**src/rtl/kmh_pkg.sv**
```systemverilog
// Package for the bounded max-heap core that keeps the smallest distances.
// Holds the slot type, the stream widths and the command and status words
// shared by the controller, the datapath and the top level.
package kmh_pkg;

  localparam int DIST_W   = 16;
  localparam int ID_W     = 16;
  localparam int S_DATA_W = 32;
  localparam int M_DATA_W = 56;

  localparam logic [DIST_W-1:0] DIST_INF = 16'd40960;

  localparam logic FUNC_OFFER = 1'b0;
  localparam logic FUNC_DRAIN = 1'b1;

  typedef struct packed {
    logic              vld;
    logic [ID_W-1:0]   id;
    logic [DIST_W-1:0] distance;
  } entry_t;

  localparam entry_t EMPTY_ENTRY = '{vld: 1'b0, id: '0, distance: DIST_INF};

  typedef enum logic [1:0] {
    RD_ROOT  = 2'd0,
    RD_CHILD = 2'd1,
    RD_SWAP  = 2'd2,
    RD_EMIT  = 2'd3
  } rd_sel_t;

  typedef struct packed {
    logic    load_in;
    logic    rd_en;
    rd_sel_t rd_sel;
    logic    reject;
    logic    accept;
    logic    wr_x;
    logic    wr_child;
    logic    swap_wr;
    logic    emit_next;
    logic    clear;
  } cmd_t;

  typedef struct packed {
    logic is_drain;
    logic root_less;
    logic child_in;
    logic go_down;
    logic end_one;
    logic emit_last;
  } sts_t;

endpackage

```
**src/rtl/kmh_ctrl.sv**
```systemverilog
// Controller state machine for the bounded max-heap core.
// Sequences offers, sift-down steps, drain swaps and the emit walk.
// Depends on kmh_pkg for the command and status words.
module kmh_ctrl import kmh_pkg::*; (
  input  logic clk,
  input  logic rst,
  input  logic s_tvalid,
  input  logic s_func,
  output logic s_tready,
  output logic m_tvalid,
  input  logic m_tready,
  input  sts_t sts,
  output cmd_t cmd
);

  typedef enum logic [8:0] {
    S_IDLE     = 9'b000000001,
    S_ROOT_RD  = 9'b000000010,
    S_ROOT_CMP = 9'b000000100,
    S_SIFT_RD  = 9'b000001000,
    S_SIFT_CMP = 9'b000010000,
    S_SWAP_RD  = 9'b000100000,
    S_SWAP_WR  = 9'b001000000,
    S_EMIT_RD  = 9'b010000000,
    S_OUT      = 9'b100000000
  } state_t;

  state_t state;
  state_t state_next;
  state_t sift_done_next;

  assign s_tready = (state == S_IDLE);
  assign m_tvalid = (state == S_OUT);

  always_comb begin
    if (!sts.is_drain) begin
      sift_done_next = S_OUT;
    end else if (sts.end_one) begin
      sift_done_next = S_EMIT_RD;
    end else begin
      sift_done_next = S_SWAP_RD;
    end
  end

  always_comb begin
    state_next = state;
    cmd        = '0;
    case (state)
      S_IDLE: begin
        if (s_tvalid) begin
          cmd.load_in = 1'b1;
          state_next  = (s_func == FUNC_DRAIN) ? S_SWAP_RD : S_ROOT_RD;
        end
      end
      S_ROOT_RD: begin
        cmd.rd_en  = 1'b1;
        cmd.rd_sel = RD_ROOT;
        state_next = S_ROOT_CMP;
      end
      S_ROOT_CMP: begin
        if (sts.root_less) begin
          cmd.accept = 1'b1;
          state_next = S_SIFT_RD;
        end else begin
          cmd.reject = 1'b1;
          state_next = S_OUT;
        end
      end
      S_SIFT_RD: begin
        if (sts.child_in) begin
          cmd.rd_en  = 1'b1;
          cmd.rd_sel = RD_CHILD;
          state_next = S_SIFT_CMP;
        end else begin
          cmd.wr_x   = 1'b1;
          state_next = sift_done_next;
        end
      end
      S_SIFT_CMP: begin
        if (sts.go_down) begin
          cmd.wr_child = 1'b1;
          state_next   = S_SIFT_RD;
        end else begin
          cmd.wr_x   = 1'b1;
          state_next = sift_done_next;
        end
      end
      S_SWAP_RD: begin
        cmd.rd_en  = 1'b1;
        cmd.rd_sel = RD_SWAP;
        state_next = S_SWAP_WR;
      end
      S_SWAP_WR: begin
        cmd.swap_wr = 1'b1;
        state_next  = S_SIFT_RD;
      end
      S_EMIT_RD: begin
        cmd.rd_en  = 1'b1;
        cmd.rd_sel = RD_EMIT;
        state_next = S_OUT;
      end
      S_OUT: begin
        if (m_tready) begin
          if (!sts.is_drain) begin
            state_next = S_IDLE;
          end else if (sts.emit_last) begin
            cmd.clear  = 1'b1;
            state_next = S_IDLE;
          end else begin
            cmd.emit_next = 1'b1;
            state_next    = S_EMIT_RD;
          end
        end
      end
      default: begin
        state_next = S_IDLE;
      end
    endcase
  end

  always_ff @(posedge clk) begin
    if (rst) begin
      state <= S_IDLE;
    end else begin
      state <= state_next;
    end
  end

endmodule

```
**src/rtl/kmh_dp.sv**
```systemverilog
// Datapath for the bounded max-heap core: slot memory with written flags,
// the sifting element, heap pointers and the result payload.
// Depends on kmh_pkg for the slot type and the command and status words.
module kmh_dp import kmh_pkg::*; #(
  parameter int KEEP = 20
) (
  input  logic                clk,
  input  logic                rst,
  input  logic [S_DATA_W-1:0] s_tdata,
  input  logic                s_func,
  input  cmd_t                cmd,
  output sts_t                sts,
  output logic [M_DATA_W-1:0] m_tdata,
  output logic                m_tlast
);

  localparam int AW = $clog2(KEEP + 1);

  entry_t mem [KEEP+1];
  logic [KEEP:0] wflag;

  entry_t a_raw;
  entry_t b_raw;
  logic   a_flag;
  logic   b_flag;
  entry_t a_ent;
  entry_t b_ent;

  entry_t        x;
  logic          func_q;
  logic          acc_q;
  logic [DIST_W-1:0] worst_q;
  logic [AW-1:0] hole;
  logic [AW-1:0] bound;
  logic [AW-1:0] end_ptr;
  logic [AW-1:0] emit_ptr;

  logic [AW:0]   left_idx;
  logic [AW:0]   right_idx;
  logic          right_in;
  logic          take_right;
  entry_t        chosen;
  logic [AW-1:0] chosen_idx;

  logic [AW-1:0] ra;
  logic [AW-1:0] rb;
  logic          we;
  logic [AW-1:0] wa;
  entry_t        wd;

  assign a_ent = a_flag ? a_raw : EMPTY_ENTRY;
  assign b_ent = b_flag ? b_raw : EMPTY_ENTRY;

  assign left_idx   = {hole, 1'b0};
  assign right_idx  = {hole, 1'b1};
  assign right_in   = (right_idx <= {1'b0, bound});
  assign take_right = right_in && (b_ent.distance > a_ent.distance);
  assign chosen     = take_right ? b_ent : a_ent;
  assign chosen_idx = take_right ? right_idx[AW-1:0] : left_idx[AW-1:0];

  assign sts.is_drain  = func_q;
  assign sts.root_less = (x.distance < a_ent.distance);
  assign sts.child_in  = (left_idx <= {1'b0, bound});
  assign sts.go_down   = (chosen.distance > x.distance);
  assign sts.end_one   = (end_ptr == AW'(1));
  assign sts.emit_last = (emit_ptr == AW'(KEEP));

  always_comb begin
    case (cmd.rd_sel)
      RD_ROOT:  ra = AW'(1);
      RD_CHILD: ra = left_idx[AW-1:0];
      RD_SWAP:  ra = AW'(1);
      RD_EMIT:  ra = emit_ptr;
      default:  ra = AW'(1);
    endcase
    case (cmd.rd_sel)
      RD_CHILD: rb = right_in ? right_idx[AW-1:0] : AW'(1);
      RD_SWAP:  rb = end_ptr;
      default:  rb = AW'(1);
    endcase
  end

  assign we = cmd.wr_x | cmd.wr_child | cmd.swap_wr;
  assign wa = cmd.swap_wr ? end_ptr : hole;

  always_comb begin
    if (cmd.wr_x) begin
      wd = x;
    end else if (cmd.swap_wr) begin
      wd = a_ent;
    end else begin
      wd = chosen;
    end
  end

  always_ff @(posedge clk) begin
    if (we) begin
      mem[wa] <= wd;
    end
    if (cmd.rd_en) begin
      a_raw <= mem[ra];
      b_raw <= mem[rb];
    end
  end

  always_ff @(posedge clk) begin
    if (rst || cmd.clear) begin
      wflag <= '0;
    end else if (we) begin
      wflag[wa] <= 1'b1;
    end
  end

  always_ff @(posedge clk) begin
    if (cmd.rd_en) begin
      a_flag <= wflag[ra];
      b_flag <= wflag[rb];
    end
  end

  always_ff @(posedge clk) begin
    if (cmd.load_in) begin
      func_q     <= s_func;
      x.distance <= s_tdata[DIST_W-1:0];
      x.id       <= s_tdata[DIST_W+ID_W-1:DIST_W];
      x.vld      <= 1'b1;
      hole       <= AW'(1);
      bound      <= AW'(KEEP);
      end_ptr    <= AW'(KEEP);
      emit_ptr   <= AW'(1);
    end
    if (cmd.reject) begin
      acc_q   <= 1'b0;
      worst_q <= a_ent.distance;
    end
    if (cmd.accept) begin
      acc_q <= 1'b1;
    end
    if (cmd.wr_child) begin
      hole <= chosen_idx;
    end
    if (cmd.swap_wr) begin
      x       <= b_ent;
      hole    <= AW'(1);
      bound   <= end_ptr - AW'(1);
      end_ptr <= end_ptr - AW'(1);
    end
    if (cmd.emit_next) begin
      emit_ptr <= emit_ptr + AW'(1);
    end
    if (we && (wa == AW'(1))) begin
      worst_q <= wd.distance;
    end
  end

  always_comb begin
    if (func_q == FUNC_DRAIN) begin
      m_tdata = {6'b0, a_ent.vld, a_ent.id, a_ent.distance, DIST_INF, 1'b0};
      m_tlast = sts.emit_last;
    end else begin
      m_tdata = {6'b0, 1'b0, {ID_W{1'b0}}, {DIST_W{1'b0}}, worst_q, acc_q};
      m_tlast = 1'b1;
    end
  end

endmodule

```
**src/rtl/k_smallest_max_heap_core.sv**
```systemverilog
// Offer: the root is read and compared with the offer; a rejected offer goes
// straight to the result, an accepted one first sifts down the heap, with one
// two-port read and one write of the slot memory per level.
// Drain: one swap and a sift for every slot but the root, then the emit walk
// reads out one word per slot; one item is in flight at a time.
// Reset (synchronous, rst high) marks every slot empty.
module k_smallest_max_heap_core import kmh_pkg::*; #(
  parameter int KEEP = 20
) (
  input  logic                clk,
  input  logic                rst,
  input  logic                s_tvalid,
  output logic                s_tready,
  input  logic [S_DATA_W-1:0] s_tdata,  // dist_req[15:0], item_index[31:16]
  input  logic                s_tuser,  // func
  output logic                m_tvalid,
  input  logic                m_tready,
  // accepted[0], worst_dist[16:1], entry_dist[32:17], entry_index[48:33],
  // entry_valid[49], zero fill above
  output logic [M_DATA_W-1:0] m_tdata,
  output logic                m_tlast
);

  cmd_t cmd;
  sts_t sts;

  kmh_ctrl u_ctrl (
    .clk      (clk),
    .rst      (rst),
    .s_tvalid (s_tvalid),
    .s_func   (s_tuser),
    .s_tready (s_tready),
    .m_tvalid (m_tvalid),
    .m_tready (m_tready),
    .sts      (sts),
    .cmd      (cmd)
  );

  kmh_dp #(
    .KEEP (KEEP)
  ) u_dp (
    .clk     (clk),
    .rst     (rst),
    .s_tdata (s_tdata),
    .s_func  (s_tuser),
    .cmd     (cmd),
    .sts     (sts),
    .m_tdata (m_tdata),
    .m_tlast (m_tlast)
  );

endmodule

```
**config.mk**
```make
export PLATFORM = sky130hd
export DESIGN_NAME = k_smallest_max_heap_core
export DESIGN_NICKNAME = d
export VERILOG_FILES = /design/src/rtl/kmh_pkg.sv /design/src/rtl/kmh_ctrl.sv /design/src/rtl/kmh_dp.sv /design/src/rtl/k_smallest_max_heap_core.sv
export SDC_FILE = /design/constraint.sdc
export NUM_CORES = 2
export LEC_CHECK = 0
export ABC_AREA = 1
export ABC_CLOCK_PERIOD_IN_PS = 5200
export BUFFER_PORTS_ARGS = -buffer_cell sky130_fd_sc_hd__buf_2
export CAP_MARGIN = 20
export CELL_PAD_IN_SITES_DETAIL_PLACEMENT = 0
export CELL_PAD_IN_SITES_GLOBAL_PLACEMENT = 1
export CORE_UTILIZATION = 40
export CTS_BUF_LIST = sky130_fd_sc_hd__clkbuf_2 sky130_fd_sc_hd__clkbuf_4 sky130_fd_sc_hd__clkbuf_8
export DETAILED_ROUTE_END_ITERATION = 8
export PLACE_DENSITY_LB_ADDON = 0.1
export SLEW_MARGIN = 20
export SYNTH_ARGS = -nofsm -noshare
export SYNTH_HDL_FRONTEND = slang
export SYNTH_SLANG_ARGS = --single-unit
```
**constraint.sdc**
```tcl
create_clock -name clk -period 5.2 [get_ports clk]
set_input_delay 0.26 -clock clk [delete_from_list [all_inputs] [get_ports clk]]
set_output_delay 0.26 -clock clk [all_outputs]
set_load 0.005 [all_outputs]
```
==> PnR_summary.wiki <==
{| class="wikitable"
! Metric !! Value
|-
| Worst Setup Start Kind || flop
|-
| Netlist area before placement || 46100 um2
|-
| Routed vias || 40.4k
|-
| Final min period || 4700 ps
|-
| Layout Area Growth over Synthesis || 12.8%
|-
| M2 GR Usage || 0.525
|-
| Met1 track utilization from global routing || 0.429
|-
| TNS Setup || 0 ps
|-
| Total of max-cap violations || 0
|-
| Die Footprint || 117000 um2
|-
| Worst Reg-to-Reg Cells || 32
|-
| Final Wtd Congestion || 0.931
|-
| Endpoint of the most critical setup path || u_dp.mem[12][31]
|-
| Initial standard-cell utilization of the core || 0.403
|-
| Setup slack, reg-to-reg || 500 ps
|-
| Number of stages on the worst setup path || 32
|-
| Wire length of the first global-routing pass || 273 mm
|-
| Slew at the pin closest to its max-slew limit || 1050 ps
|-
| Clock latency of the later-clocked register in the worst-skew pair || 860 ps
|-
| Number of placement rows || 124
|-
| Cell with the largest stage delay on the worst path || edfxtp_1
|-
| Fraction of post-synthesis cell area in the top cell type by area || 0.535
|-
| Die Y || 341 um
|-
| Most Crowded Layer GR || met2
|-
| Warnings from Yosys || 0
|-
| Number of global-route vias before repair || 38.8k
|-
| Worst setup path category || reg -> reg
|-
| Max-slew headroom at the worst pin || 0.298
|-
| Buffers and inverters on the worst path || 10
|-
| Result of the run || finished clean
|-
| Setup repair after global routing missed its margin || no
|-
| Classification of the worst-slack hold path || in -> reg
|-
| Largest net degree at the start of global routing || 164
|-
| Routed wire length per instance || 26.6 um
|-
| Ratio of routed vias to standard cells || 5.63
|-
| Cell area power density || 291 nW/um2
|-
| Dpl hpwl || 104 mm
|-
| Period Utilization, post-route || 0.905
|-
| Post-route cell area || 52000 um2
|-
| EDFF count, synth || 821
|-
| Global-route congestion overflow total || 0
|-
| Final setup fails || 0
|-
| Count of final hold-check violations || 0
|-
| Largest area contributor in the synthesized netlist || edfxtp_1
|-
| Avg Cell Area, Syn || 8.37 um2
|-
| I/O pin total || 96
|-
| Most common cell type on the critical path || nand2_1
|-
| GR Util met3 || 0.0492
|-
| Worst Path Arrival || 5370 ps
|-
| Hold depth || 2
|-
| VDD IR-drop max || 207 uV
|-
| Synth top area cells || edfxtp_1 (54%), nand2_1 (14%), nand3_1 (13%)
|-
| Clock root buffer || clkbuf_8
|-
| Cell count after synthesis || 5502
|-
| Net total in the final layout || 5646
|-
| Fraction of layout cells with a size suffix above 1 || 0.0980
|-
| Startpoint of the most critical register-to-register path || u_dp.b_flag
|-
| First-pass iteration count of the detailed router || 5
|-
| Die outline width || 341 um
|-
| Input/output buffers || 89
|-
| Worst clock skew || 30.9 ps
|-
| Pins Over Slew Limit || 0
|-
| Leakage power || 0.0220 uW
|-
| Highest attainable clock frequency || 0.213 GHz
|-
| Crit Path Max Fanout || 32
|-
| Storage element area || 25400 um2
|-
| Register area share after synthesis || 0.551
|-
| Final-layout fill cell count || 11.3k
|-
| Depth of the CTS H-tree || 4
|-
| Core area || 114000 um2
|-
| Reg clk slew, reported paths || 60 ps
|-
| Initial antenna violation count || 5
|-
| Predominant post-synthesis flop cell || edfxtp_1
|-
| Final ANT Viol Nets || 0
|-
| Clock buffers created by TritonCTS || 160
|-
| Total routing resource utilization after global routing || 0.325
|-
| Critical path's largest stage delay || 420 ps
|-
| Kind of cell adding the most delay to the critical path || buffers and inverters
|-
| R2R Path End || u_dp.mem[12][31]
|-
| Seq cells post-synth || 857
|-
| Drc violations || 0
|-
| TritonCTS clock tree || yes
|-
| Final routed wirelength across all metal layers || 191 mm
|-
| Critical path origin || u_dp.b_flag
|-
| Fraction of registers with async set or reset after synthesis || 0
|-
| Area after detailed placement || 48600 um2
|-
| Count of unique library cells instantiated by Yosys || 50
|-
| TritonCTS sink count || 857
|-
| Critical Path Sink Type || flop
|-
| Longest Clk Path Bufs || 3
|-
| Initial DRC Count || 4180
|-
| Required time of the worst setup path || 5870 ps
|-
| Area of combinational cells with multiple inputs || 17500 um2
|}
## sequential cells by signal, indices dropped and copies added, names as in the netlist, 5 cells and up
name / count
u_ctrl.state: 9
u_dp.a_raw: 33
u_dp.b_raw: 33
u_dp.bound: 5
u_dp.emit_ptr: 5
u_dp.hole: 5
u_dp.mem: 693
u_dp.wflag: 21
u_dp.worst_q: 16
u_dp.x: 33
## cell type report
| cell class | count | area share |
|---|---|---|
| antenna | 3 | 0.000144 |
| sequential | 857 | 0.488 |
| multi-input combinational | 3805 | 0.336 |
| inverter | 462 | 0.0337 |
| timing repair buffer | 269 | 0.0485 |
| tap | 1512 | 0.0364 |
| clock inverter | 55 | 0.00575 |
| clock buffer | 216 | 0.0512 |
## layout by cell type (no fill, tap or decap), types with 55 or more instances in the layout
master and instances:
a21oi_1 64, buf_2 89, buf_4 90, clkbuf_8 166
edfxtp_1 821, inv_1 437, nand2_1 1726, nand3_1 1224
nor2_1 241, o21ai_0 311, o21ai_1 55
## kinds of logic after synthesis
logic type               count (synthesis)  share of synthesized area
AO/OA/AOI/OAI                          452                     0.0515
flip-flops                             857                      0.551
buffers and inverters                  845                     0.0759
other                                    1                  0.0000814
adder cells (fa/ha/maj)                 54                     0.0147
XOR/XNOR                                 5                   0.000950
AND/OR/NAND/NOR                       3288                      0.306
## worst min-delay path by stage
stage                        start               to  slack [ps]
floorplan                  s_tuser  u_ctrl.state[1]         340
global placement     u_dp.wflag[4]    u_dp.wflag[4]         450
detailed placement  u_dp.wflag[12]   u_dp.wflag[12]         460
CTS                        s_tuser      u_dp.func_q         130
global route               s_tuser      u_dp.func_q         180
finish                     s_tuser      u_dp.func_q         170
## synth_stat cells, drive strengths merged, types with 2 or more instances
library cell  count
o211ai            2
o22ai             4
nand3b            2
or2               2
a22oi             2
xor2              4
a31oi             5
nor2            262
inv             460
a21oi            65
nand2          1742
buf             231
clkbuf          152
edfxtp          821
dfxtp            36
o21ai           369
and2             14
nor3             10
clkinv            2
nand4            25
ha               54
nand3          1228
## power breakdown
part	switching, uW	leakage, uW	internal, uW
combinational	751	0.0128	267
sequential	41.2	0.00775	7730
clock	2980	0.00155	3340
total	3770	0.0220	11300
## timing repair
action                                  CTS  global route
hold buffers                             39             0
endpoints found under the hold margin    56             0
endpoints found under the setup margin    0           630
setup buffers                             0             1
gates resized for setup                   0            17
## metal layers
layer  routed length (um)  vias up
met1                79100    19600
met5                    8        -
li1                     -    18600
met2                88200     1831
met3                14100      429
met4                 9380        2
## metrics by stage
step | worst slack, ps | hold slack [ps] | std cells | total power (uW) | util
3_3_place_gp | 167 | 451 | 6865 | 8890 | 0.425
2_1_floorplan | 876 | 339 | 5507 | 8450 | -
4_1_cts | 170 | 128 | 7175 | 15200 | 0.454
6_report | 496 | 171 | 7179 | 15100 | 0.455
5_1_grt | 16.5 | 182 | 7179 | 15600 | 0.455
3_5_place_dp | 196 | 461 | 6865 | 8890 | 0.425
No activity file was read; power rests on OpenSTA's default activity.
